<file path="config.mk">
export PLATFORM = sky130hd
export DESIGN_NAME = cv2d_mac
export DESIGN_NICKNAME = d
export VERILOG_FILES = /design/src/rtl/cv2d_pkg.sv /design/src/rtl/cv2d_mac.sv
export SDC_FILE = /design/constraint.sdc
export NUM_CORES = 1
export LEC_CHECK = 0
export ABC_AREA = 1
export BUFFER_PORTS_ARGS = -buffer_cell sky130_fd_sc_hd__buf_2
export CORE_UTILIZATION = 46
export CTS_BUF_LIST = sky130_fd_sc_hd__clkbuf_2
export DETAILED_ROUTE_END_ITERATION = 10
export SYNTH_ARGS = -nofsm -noshare
export SYNTH_HDL_FRONTEND = slang
export SYNTH_SLANG_ARGS = --single-unit
export TNS_END_PERCENT = 5
</file>
<file path="constraint.sdc">
create_clock -name clk -period 7 [get_ports clk]
set_clock_uncertainty 0.15 [all_clocks]
set_input_delay 1.05 -clock clk [delete_from_list [all_inputs] [get_ports clk]]
set_output_delay 1.05 -clock clk [all_outputs]
set_load 0.01 [all_outputs]
</file>
<file path="src/rtl/cv2d_pkg.sv">
// ----------------------------------------------------------------------------
// cv2d_pkg
// Shared sizes, codes and types of the zero padded 2d convolution core.
// ----------------------------------------------------------------------------
package cv2d_pkg;

  // store geometry
  localparam int MAX_IMAGE_WIDTH  = 128;
  localparam int MAX_IMAGE_HEIGHT = 128;
  localparam int MAX_KERNEL_SIZE  = 15;

  localparam int IMG_DEPTH  = MAX_IMAGE_WIDTH * MAX_IMAGE_HEIGHT;
  localparam int KER_DEPTH  = MAX_KERNEL_SIZE * MAX_KERNEL_SIZE;
  localparam int IMG_ADDR_W = (IMG_DEPTH > 1) ? $clog2(IMG_DEPTH) : 1;
  localparam int KER_ADDR_W = (KER_DEPTH > 1) ? $clog2(KER_DEPTH) : 1;

  // field widths
  localparam int OP_W      = 2;
  localparam int COORD_W   = 7;
  localparam int VALUE_W   = 16;
  localparam int STATUS_W  = 2;
  localparam int IMG_DIM_W = 8;
  localparam int KDIM_W    = 4;
  localparam int POS_W     = COORD_W + 2;

  // configuration port
  localparam int CFG_IDX_W  = 2;
  localparam int CFG_DATA_W = IMG_DIM_W;

  // arithmetic: Q8.8 pixel times Q2.14 coefficient, back to Q8.8
  localparam int COEF_FRAC  = 14;
  localparam int FRAC_DROP  = COEF_FRAC;
  localparam int PROD_W     = 2 * VALUE_W;
  localparam int ACC_W      = PROD_W + $clog2(KER_DEPTH + 1);

  // reset values of the registers
  localparam int RST_IMAGE_WIDTH   = 128;
  localparam int RST_IMAGE_HEIGHT  = 128;
  localparam int RST_KERNEL_WIDTH  = 3;
  localparam int RST_KERNEL_HEIGHT = 3;

  // request codes
  localparam logic [OP_W-1:0] OP_WR_KERNEL = 2'd0;
  localparam logic [OP_W-1:0] OP_WR_PIXEL  = 2'd1;
  localparam logic [OP_W-1:0] OP_QUERY     = 2'd2;

  // status codes
  localparam logic [STATUS_W-1:0] STATUS_OK    = 2'd0;
  localparam logic [STATUS_W-1:0] STATUS_SAT   = 2'd1;
  localparam logic [STATUS_W-1:0] STATUS_RANGE = 2'd2;

  // register indexes
  localparam logic [CFG_IDX_W-1:0] CFG_IMAGE_WIDTH   = 2'd0;
  localparam logic [CFG_IDX_W-1:0] CFG_IMAGE_HEIGHT  = 2'd1;
  localparam logic [CFG_IDX_W-1:0] CFG_KERNEL_WIDTH  = 2'd2;
  localparam logic [CFG_IDX_W-1:0] CFG_KERNEL_HEIGHT = 2'd3;

  typedef enum logic [1:0] {
    ST_IDLE,
    ST_RUN,
    ST_DRAIN,
    ST_DONE
  } seq_state_t;

  // store write request
  typedef struct packed {
    logic                      img_we;
    logic                      ker_we;
    logic [IMG_ADDR_W-1:0]     img_addr;
    logic [KER_ADDR_W-1:0]     ker_addr;
    logic signed [VALUE_W-1:0] data;
  } store_wr_t;

  // multiply-accumulate control
  typedef struct packed {
    logic clear;
    logic tap_ok;
  } mac_ctl_t;

  // register value forced into 1..maxv
  function automatic int clamp_dim(int v, int maxv);
    int r;
    r = v;
    if (v < 1) r = 1;
    else if (v > maxv) r = maxv;
    return r;
  endfunction

endpackage

</file>
<file path="src/rtl/cv2d_mac.sv">
// ----------------------------------------------------------------------------
// cv2d_mac
// Shared multiplier and accumulator with round half up and saturation.
// ----------------------------------------------------------------------------
module cv2d_mac (
  input  logic                                 clk,
  input  logic                                 rst,
  input  cv2d_pkg::mac_ctl_t                   ctl,
  input  logic signed [cv2d_pkg::VALUE_W-1:0]  pixel,
  input  logic signed [cv2d_pkg::VALUE_W-1:0]  coef,
  output logic signed [cv2d_pkg::VALUE_W-1:0]  q,
  output logic                                 sat
);
  import cv2d_pkg::*;

  localparam int QW = ACC_W + 1 - FRAC_DROP;
  localparam logic signed [ACC_W:0]  ROUND_BIAS = (ACC_W+1)'(1 << (FRAC_DROP - 1));
  localparam logic signed [QW-1:0]   Q_MAX = QW'((1 << (VALUE_W - 1)) - 1);
  localparam logic signed [QW-1:0]   Q_MIN = -QW'(1 << (VALUE_W - 1));

  logic signed [PROD_W-1:0] prod;
  logic                     prod_valid;
  logic signed [ACC_W-1:0]  acc;
  logic signed [ACC_W:0]    biased;
  logic signed [QW-1:0]     q_wide;

  // product register
  always_ff @(posedge clk) begin
    prod <= pixel * coef;
  end

  // product valid flag
  always_ff @(posedge clk) begin
    if (rst || ctl.clear) begin
      prod_valid <= 1'b0;
    end else begin
      prod_valid <= ctl.tap_ok;
    end
  end

  // accumulator
  always_ff @(posedge clk) begin
    if (ctl.clear) begin
      acc <= '0;
    end else if (prod_valid) begin
      acc <= acc + ACC_W'(prod);
    end
  end

  // round to output fraction and clamp
  always_comb begin
    biased = (ACC_W+1)'(acc) + ROUND_BIAS;
    q_wide = QW'(biased >>> FRAC_DROP);
    sat    = 1'b0;
    q      = q_wide[VALUE_W-1:0];
    if (q_wide > Q_MAX) begin
      sat = 1'b1;
      q   = Q_MAX[VALUE_W-1:0];
    end else if (q_wide < Q_MIN) begin
      sat = 1'b1;
      q   = Q_MIN[VALUE_W-1:0];
    end
  end

endmodule

</file>
# [Word level (Yosys, flattened, before mapping)]
# Index checks and enable logic that the tools add are counted.
# W data, S select, Z words.
[op_classes] n_addsub=2 multipliers=1 order_cmp=2 mux=4 n_reduce_logical=1
[op_table] cell="$add A40 B15 Y41 const B" count=1
[op_table] cell="$add A40 B32 Y40" count=1
[op_table] cell="$mul A16 B16 Y32" count=1
[op_table] cell="$mux W16" count=2
[op_table] cell="$gt A27 B16 Y1 const B" count=1
[op_table] cell="$lt A27 B16 Y1 const B" count=1
[op_table] cell="$mux W1" count=2
[op_table] cell="$logic_or A1 B1 Y1" count=1
[totals] regBits=73 inputBits=36 out_inout_bits=17 word_cells=13

# [Longest topological paths before layout]
# Gate-level depths: netlist of the first run.
[depth] word_depth=4 mapped_depth=27 depth_no_buf=25

# [Least setup slack after synthesis of the first run]
# Ideal clock, no wire load.
[synth_path] path_type="input -> register" from="in coef[5] (netlist bit)" to="reg prod[30]" setup_ns=0.112 arrival_time_ns=6.513 required_time_ns=6.738 slack_ns=0.225 cell_stages=23 path_buffers=2 cell_sequence="clkbuf_1 -> clkbuf_1 -> nand2_1 -> fa_1 -> inv_1 -> fa_1 -> inv_1 -> fa_1 -> inv_1 -> fa_1 -> fa_1 -> inv_1 -> fa_1 -> inv_1 -> ha_1 -> a21oi_1 -> o21ai_0 -> nand2_1 -> nand2_1 -> a31oi_1 -> nand2_1 -> nand2_1 -> nand2_1"
[synth_between] elab_chain_len=1
[synth_lines] item="start: declaration" line_no="cv2d_mac.sv:10" text="input logic signed [cv2d_pkg::VALUE_W-1:0] coef,"
[synth_lines] item="$mul A16 B16 Y32" line_no="cv2d_mac.sv:29" text="prod <= pixel * coef;"
[synth_lines] item="end signal: assignment" line_no="cv2d_mac.sv:29"
[synth_lines] item="end: declaration" line_no="cv2d_mac.sv:21" text="logic signed [PROD_W-1:0] prod;"
# Every way passes these cells.
# A chain may end at the register's enable or synchronous reset.

# [Final worst setup path of the first run]
[layout_path] from="in coef[1] (netlist bit)" to="reg prod[24]"
# Same word-level chain as after synthesis.

==> qor.yml, run 1 <==
status:
  status: "finished clean"
critical_path:
  crit_fanout: 16
  crit_chain: "buf_2 -> nand2_1 -> inv_1 -> fa_1 -> inv_1 -> fa_1 -> inv_1 -> fa_1 -> fa_1 -> fa_1 -> inv_1 -> fa_1 -> inv_1 -> ha_1 -> nand2_1 -> inv_1 -> nand2_1 -> nor3_1 -> nand4_1 -> nand3_1 -> a21oi_1 -> xnor2_1"
  critPathBufInv: 7
  critical_path_required_ns: 7.38
  crit_family: "adder cells"
  slowest_delay_ns: 0.56
  path_class: "input pin to register"
  end_kind: "register"
  start_kind: "input pin"
  arrival_ns: 6.63
  cp_slowest_cell: "fa_1"
placed_design:
  routabilityCongestion: 0.961
  numPortBuffers: 52
  dp_hpwl_um: 38100
  place_ws_ns: 0.0513
global_route:
  antenna_found_initial: 1
  grt_start_max_net_pins: 48
  grt_first_pass_wirelength_um: 73300
  grtUsageTotal_pct: 25.6
  first_global_vias: 14400
  gr-total-overflow: 0
synth:
  ys_seq_elements: 73
  synthCells: 2421
  synth_ff_type: "dfxtp_1"
  synth_top_cell_by_area: "fa_1"
  yosysSeqAreaShare_pct: 8.86
  ys_warn_count: 0
  syn_nets: 2842
  synth_edf_count: 0
  synth_common_cells: "661 x inv_1, 661 x nand2_1, 263 x fa_1"
  netlist_area_um2: 16500
  synth_cell_types: 33
  synth.avg_cell_area_um2: 6.81
  yosys.area.top_type_share_pct: 31.9
  synthArstFlopShare_pct: 0
  synth_area_leaders: "fa_1 32%, inv_1 15%, nand2_1 15%, ha_1 9.3%, dfxtp_1 8.9%"
detailed_routing:
  ant_nets: 0
  drt_wl_total_um: 44200
  viasPerCell: 4.86
  drc: 0
  drtIter0Drc: 738
  first_pass_iters: 9
  num_vias: 14000
  wl_per_cell_um: 15.3
floorplan:
  initial_core_util_pct: 47.3
  die_width_um: 191
  ios: 53
  die_h_um: 191
  die_area_um2: 36600
  coreArea_um2: 34900
  rows: 68
clock_tree:
  cts_tree: "built"
  clock_latency_ns: 0.58
  cts-hold-fix-buffers: 0
  cts.sinks: 73
  post_cts_buffers: 0
  clock_path_buffers: 2
  htree_levels: 3
  cts_root_buffer: "clkbuf_2"
  cts_buffers: 9
  worst_setup_hold_path_clk_slew_ns: 0.23
  post_cts_resized: 0
cells_and_area:
  final_nets: 2851
  syn2layout_area_growth_pct: 4.66
  register_area_um2: 1460
  multiInputGateArea_um2: 12300
  fillers: 3638
  layout-drive-gt1-share_pct: 4.11
timing:
  timing.fmax_ghz: 0.160
  fin_ws_ns: 0.750
  whs_ns: 0.333
  maxSlewHeadroom_pct: 39.7
  setup_violations: 0
  hold_violations: 0
  drv_slew: 0
  finalCritPeriodShare_pct: 89.3
  fin_crit_ns: 6.25
  fin_setup_tns_ns: 0
  worst_pin_slew_ns: 0.895
  rsz0062_at_grt: "no"
hold_path:
  hold_class: "register to register"
run:
  maxCapViolCount: 0
metrics by stage:
step | std cells | utilization (%) | area, µm²
detailed placement | 2874 | 49.2 | 17200
floorplan | 2421 | - | 16500
finish | 2891 | 49.5 | 17300
global placement | 2874 | 49.2 | 17200
global route | 2891 | 49.5 | 17300
CTS | 2890 | 49.5 | 17300
cells in the final DEF, fill, tap and decap left out, types with 2 or more instances in the layout:
master	n
nor2_1	196
nand3_1	69
fa_1	263
xor2_1	47
nand2_2	3
a21o_1	4
o21ai_0	65
buf_4	18
dfxtp_1	73
clkbuf_2	11
nand4_1	19
nor3_1	12
nor2_4	2
a21oi_1	96
a211oi_1	2
and2_1	2
buf_2	52
clkinvlp_4	2
a21boi_0	3
nand2_1	661
nor3_2	2
inv_1	661
xnor2_1	20
ha_1	122
o211ai_1	2
a31oi_1	3
o21bai_1	10
or2_2	6
cell families after synthesis:
kind of cell,count (synthesis),share of synthesized area [%]
AO/OA/AOI/OAI,186,6.00
XOR/XNOR,68,3.66
adder cells (fa/ha/maj),385,41.2
buffers and inverters,733,16.8
flip-flops,73,8.86
AND/OR/NAND/NOR,976,23.5
worst reg2reg max path, delay by kind of cell (launching register included):
family          cells  cell delay [ns]
simple gates        6             0.82
fa+ha+maj           2             0.71
flops               1             0.37
buf+inv             3             0.30
compound gates      2             0.94
final timing paths:
path              depth (start not counted)  startpoint        to  slack, ns
setup / recovery                         22     coef[1]  prod[24]       0.75
hold / removal                            2      acc[0]    acc[0]       0.33
setup reg to reg                         13      acc[0]   acc[30]       3.63
hold reg to reg                           2      acc[0]    acc[0]       0.33
sequential cells by signal, indices dropped and copies added, names as in the netlist:
register    cells
acc            40
prod_valid      1
prod           32
layout make-up:
type	instances	share of cell area [%]
multi-input combinational	1615	71.1
tap	455	3.30
clock inverter	5	0.188
clock buffer	11	0.319
timing repair buffer	70	2.29
inverter	661	14.4
sequential	73	8.46
antenna	1	0.0145
layer usage:
metal,track usage [%],share of wire (%),wire (µm)
met4,6.72,2.3,1030
met5,0,0,0
met1,34.1,46,20300
met2,44.9,48,21200
met3,1.89,3.8,1690
Power of run 1 is left out: the tool's default activity adds up to more than one toggle a clock period on the data nets, which glitch-free logic cannot reach.
==> inputs of run 2 (changes only) <==
--- a/config.mk
+++ b/config.mk
@@ -7,6 +7,7 @@
 export LEC_CHECK = 0
 export ABC_AREA = 1
 export BUFFER_PORTS_ARGS = -buffer_cell sky130_fd_sc_hd__buf_2
+export CORE_ASPECT_RATIO = 1.2
 export CORE_UTILIZATION = 46
 export CTS_BUF_LIST = sky130_fd_sc_hd__clkbuf_2
 export DETAILED_ROUTE_END_ITERATION = 10
==> qor.yml, run 2 (synthesis results as in run 1) <==
status:
  status: "finished clean"
detailed_routing:
  drtIter0Drc: 739
  drc: 0
  first_pass_iters: 5
  ant_nets: 0
  wl_per_cell_um: 15.3
  num_vias: 14000
  viasPerCell: 4.85
  drt_wl_total_um: 44200
global_route:
  grtUsageTotal_pct: 25.5
  gr-total-overflow: 0
  grt_start_max_net_pins: 48
  first_global_vias: 15000
  antenna_found_initial: 1
  grt_first_pass_wirelength_um: 74400
clock_tree:
  cts.sinks: 73
  cts_root_buffer: "clkbuf_2"
  post_cts_resized: 0
  cts-hold-fix-buffers: 0
  cts_tree: "built"
  post_cts_buffers: 0
  clock_path_buffers: 2
  cts_buffers: 9
  htree_levels: 3
  worst_setup_hold_path_clk_slew_ns: 0.18
  clock_latency_ns: 0.58
cells_and_area:
  post-route-util_pct: 49.3
  syn2layout_area_growth_pct: 4.80
  top_regs: "acc: 40 flops, prod: 32 flops, prod_valid: 1 flops"
  registers.top_by_ff_count: "acc"
  final_nets: 2847
  register_area_um2: 1460
  final_cell_mix: "661 x nand2_1, 661 x inv_1, 263 x fa_1, 196 x nor2_1, 122 x ha_1"
  largest_reg_flops: 40
  layout-drive-gt1-share_pct: 3.95
  fillers: 3683
  multiInputGateArea_um2: 12300
floorplan:
  die_area_um2: 36600
  ios: 53
  die_h_um: 209
  initial_core_util_pct: 47.0
  rows: 75
  coreArea_um2: 35100
  die_width_um: 175
placed_design:
  dp_hpwl_um: 38300
  numPortBuffers: 52
  routabilityCongestion: 0.943
timing:
  timing.fmax_ghz: 0.151
  finalCritPeriodShare_pct: 94.3
  fin_crit_ns: 6.60
  setup_violations: 0
  drv_slew: 0
  rsz0062_at_grt: "no"
  fin_setup_tns_ns: 0
  maxSlewHeadroom_pct: 42.3
  hold_violations: 0
  worst_pin_slew_ns: 0.866
critical_path:
  ff2ff_path_depth: 13
  end_kind: "register"
  worst-r2r-setup-slack_ns: 3.80
  r2r_end: "acc[30]"
  crit_fanout: 16
  start_kind: "input pin"
  reg2reg_from: "acc[0]"
  path_class: "input pin to register"
  critical_path_required_ns: 7.32
  arrival_ns: 6.92
hold_path:
  hold_end: "acc[0]"
  hold_start: "acc[0]"
  hold_class: "register to register"
  hold_path_depth: 2
run:
  maxCapViolCount: 0
==> run 2: worst max path at each step <==
stage	from	end	cells after the start
floorplan	coef[5]	prod[30]	23
global placement	coef[1]	prod[24]	22
detailed placement	coef[2]	prod[24]	22
CTS	coef[1]	prod[24]	22
global route	coef[2]	prod[24]	22
finish	coef[1]	prod[24]	22
==> run 2: worst max-delay path: stages <==
cell and delay, ns:
buf_2 0.23, nand2_1 0.16, inv_1 0.10, fa_1 0.54, inv_1 0.14, fa_1 0.55
inv_1 0.05, fa_1 0.52, fa_1 0.46, fa_1 0.55, inv_1 0.05, fa_1 0.53
inv_1 0.04, ha_1 0.33, nand2_1 0.09, inv_1 0.08, nand2_1 0.07, nor3_1 0.54
nand4_1 0.33, nand3_1 0.24, a21oi_1 0.11, xnor2_1 0.13
==> run 2: per-layer routing <==
metal  vias to the layer above  GRT usage (%)  routed length (µm)
met5                         -              0                   0
met4                         0           8.76                1420
met3                        69           1.88                1610
met2                       323           46.6               22200
met1                      6630           31.4               19000
li1                       7022              -                   -
==> run 2: layout make-up <==
type                       count  area share (%)
multi-input combinational   1615            71.0
clock inverter                 5           0.470
tap                          462            3.34
clock buffer                  10           0.289
timing repair buffer          66            2.11
antenna                        1          0.0145
sequential                    73            8.45
inverter                     661            14.4
==> run 2: through the flow <==
stage,hold WS [ns],worst slack [ns],instance area (µm²),cells
after floorplan,0.295,0.225,16500,2421
after detailed placement,0.313,-0.196,17200,2877
after global routing,0.371,0.291,17300,2893
after CTS,0.336,0.469,17300,2892
final,0.332,0.397,17300,2893
after global placement,0.303,-0.107,17200,2877
Power of run 2 is left out for the same reason.
==> inputs of run 3 (changes only) <==
--- a/config.mk
+++ b/config.mk
@@ -9,7 +9,7 @@
 export BUFFER_PORTS_ARGS = -buffer_cell sky130_fd_sc_hd__buf_2
 export CORE_ASPECT_RATIO = 1.2
 export CORE_UTILIZATION = 46
-export CTS_BUF_LIST = sky130_fd_sc_hd__clkbuf_2
+export CTS_BUF_LIST = sky130_fd_sc_hd__clkbuf_16
 export DETAILED_ROUTE_END_ITERATION = 10
 export SYNTH_ARGS = -nofsm -noshare
 export SYNTH_HDL_FRONTEND = slang
==> qor.yml, run 3 (synthesis results as in run 1) <==
status:
  status: "finished clean"
clock_tree:
  cts.sinks: 73
  clock_path_buffers: 2
  worst_setup_hold_path_clk_slew_ns: 0.05
  post_cts_buffers: 0
  cts_root_buffer: "clkbuf_16"
  cts_buffers: 9
  cts_tree: "built"
  htree_levels: 3
  cts-hold-fix-buffers: 0
  clock_latency_ns: 0.35
timing:
  fin_ws_ns: 0.420
  rsz0062_at_grt: "no"
  timing.fmax_ghz: 0.152
  fin_crit_ns: 6.58
  hold_violations: 0
  setup_violations: 0
  drv_slew: 0
  finalCritPeriodShare_pct: 94.0
  worst_pin_slew_ns: 0.856
  maxSlewHeadroom_pct: 42.9
detailed_routing:
  drc: 0
  viasPerCell: 4.89
  num_vias: 14100
  ant_nets: 0
  first_pass_iters: 5
  wl_per_cell_um: 15.4
  drt_wl_total_um: 44400
  drtIter0Drc: 676
critical_path:
  critical_path_required_ns: 7.08
  ff2ff_path_depth: 13
  worst-r2r-setup-slack_ns: 3.71
  path_class: "input pin to register"
  crit_fanout: 16
  reg2reg_from: "acc[0]"
  r2r_end: "acc[30]"
  start_kind: "input pin"
  arrival_ns: 6.66
  end_kind: "register"
global_route:
  grtUsageTotal_pct: 25.5
  antenna_found_initial: 0
  gr-total-overflow: 0
  grt_first_pass_wirelength_um: 74500
  grt_start_max_net_pins: 48
  first_global_vias: 15000
cells_and_area:
  layout-drive-gt1-share_pct: 3.95
  syn2layout_area_growth_pct: 5.90
  largest_reg_flops: 40
  top_regs: "acc: 40 flops, prod: 32 flops, prod_valid: 1 flops"
  diodes: 0
  final_common_cell: "inv_1"
  final_cell_mix: "662 x inv_1, 661 x nand2_1, 263 x fa_1, 196 x nor2_1, 122 x ha_1"
  registers.top_by_ff_count: "acc"
  final_nets: 2847
hold_path:
  hold_end: "acc[0]"
  hold_start: "acc[0]"
  hold_class: "register to register"
  hold_path_depth: 2
placed_design:
  numPortBuffers: 52
  routabilityCongestion: 0.943
  dp_hpwl_um: 38300
  place_ws_ns: -0.196
floorplan:
  die_area_um2: 36600
  coreArea_um2: 35100
  die_width_um: 175
  initial_core_util_pct: 47.0
  ios: 53
  rows: 75
  die_h_um: 209
run:
  maxCapViolCount: 0
-- run 3: worst max-delay path: stages --
cell and delay [ns]:
buf_2 0.22, nand2_1 0.17, inv_1 0.07, fa_1 0.56, inv_1 0.15, fa_1 0.56
inv_1 0.05, fa_1 0.52, fa_1 0.46, fa_1 0.55, inv_1 0.05, fa_1 0.53
inv_1 0.04, ha_1 0.33, nand2_1 0.09, inv_1 0.07, nand2_1 0.08, nor3_2 0.33
nand4_1 0.29, nand3_1 0.23, a21oi_1 0.11, xnor2_1 0.13
-- run 3: worst max-delay path by stage --
| stage | endpoint | slack (ns) | from | cells after the start |
|---|---|---|---|---|
| 3_3_place_gp | prod[24] | -0.11 | coef[1] | 22 |
| 2_1_floorplan | prod[30] | 0.23 | coef[5] | 23 |
| 4_1_cts | prod[24] | 0.18 | coef[1] | 22 |
| 3_5_place_dp | prod[24] | -0.20 | coef[2] | 22 |
| 5_1_grt | prod[26] | 0.12 | pixel[5] | 22 |
| 6_report | prod[24] | 0.42 | coef[2] | 22 |
-- run 3: routing by layer --
layer | part of all wire [%] | track usage (%) | vias to the layer above
met5 | 0 | 0 | -
met4 | 2.9 | 8.37 | 0
met3 | 3.5 | 1.83 | 64
met2 | 50 | 46.9 | 315
met1 | 43 | 31.5 | 6736
li1 | - | - | 7019
-- run 3: layout make-up --
class | instances | area, µm²
flip-flops and latches | 73 | 1460
clock inverters | 6 | 85.1
repair buffers | 66 | 365
fillers | 3657 | 17600
clock buffers | 9 | 225
well taps | 462 | 578
inverters | 661 | 2480
multi-input cells | 1615 | 12300
-- run 3: timing repair --
action	4_1_cts	5_1_grt
setup endpoints to repair	0	1
gates resized for setup	0	1
hold endpoints to repair	0	0
-- run 3: stage by stage --
stage          hold WS, ns  utilization, %  TNS [ns]  cell area (µm²)  std cells
3_3_place_gp         0.303            48.9    -0.107            17200       2877
2_1_floorplan        0.295               -         0            16500       2421
6_report             0.318            49.8         0            17500       2892
4_1_cts              0.321            49.8         0            17500       2892
3_5_place_dp         0.313            48.9    -0.262            17200       2877
5_1_grt              0.355            49.8         0            17500       2892
Power of run 3 is left out for the same reason.
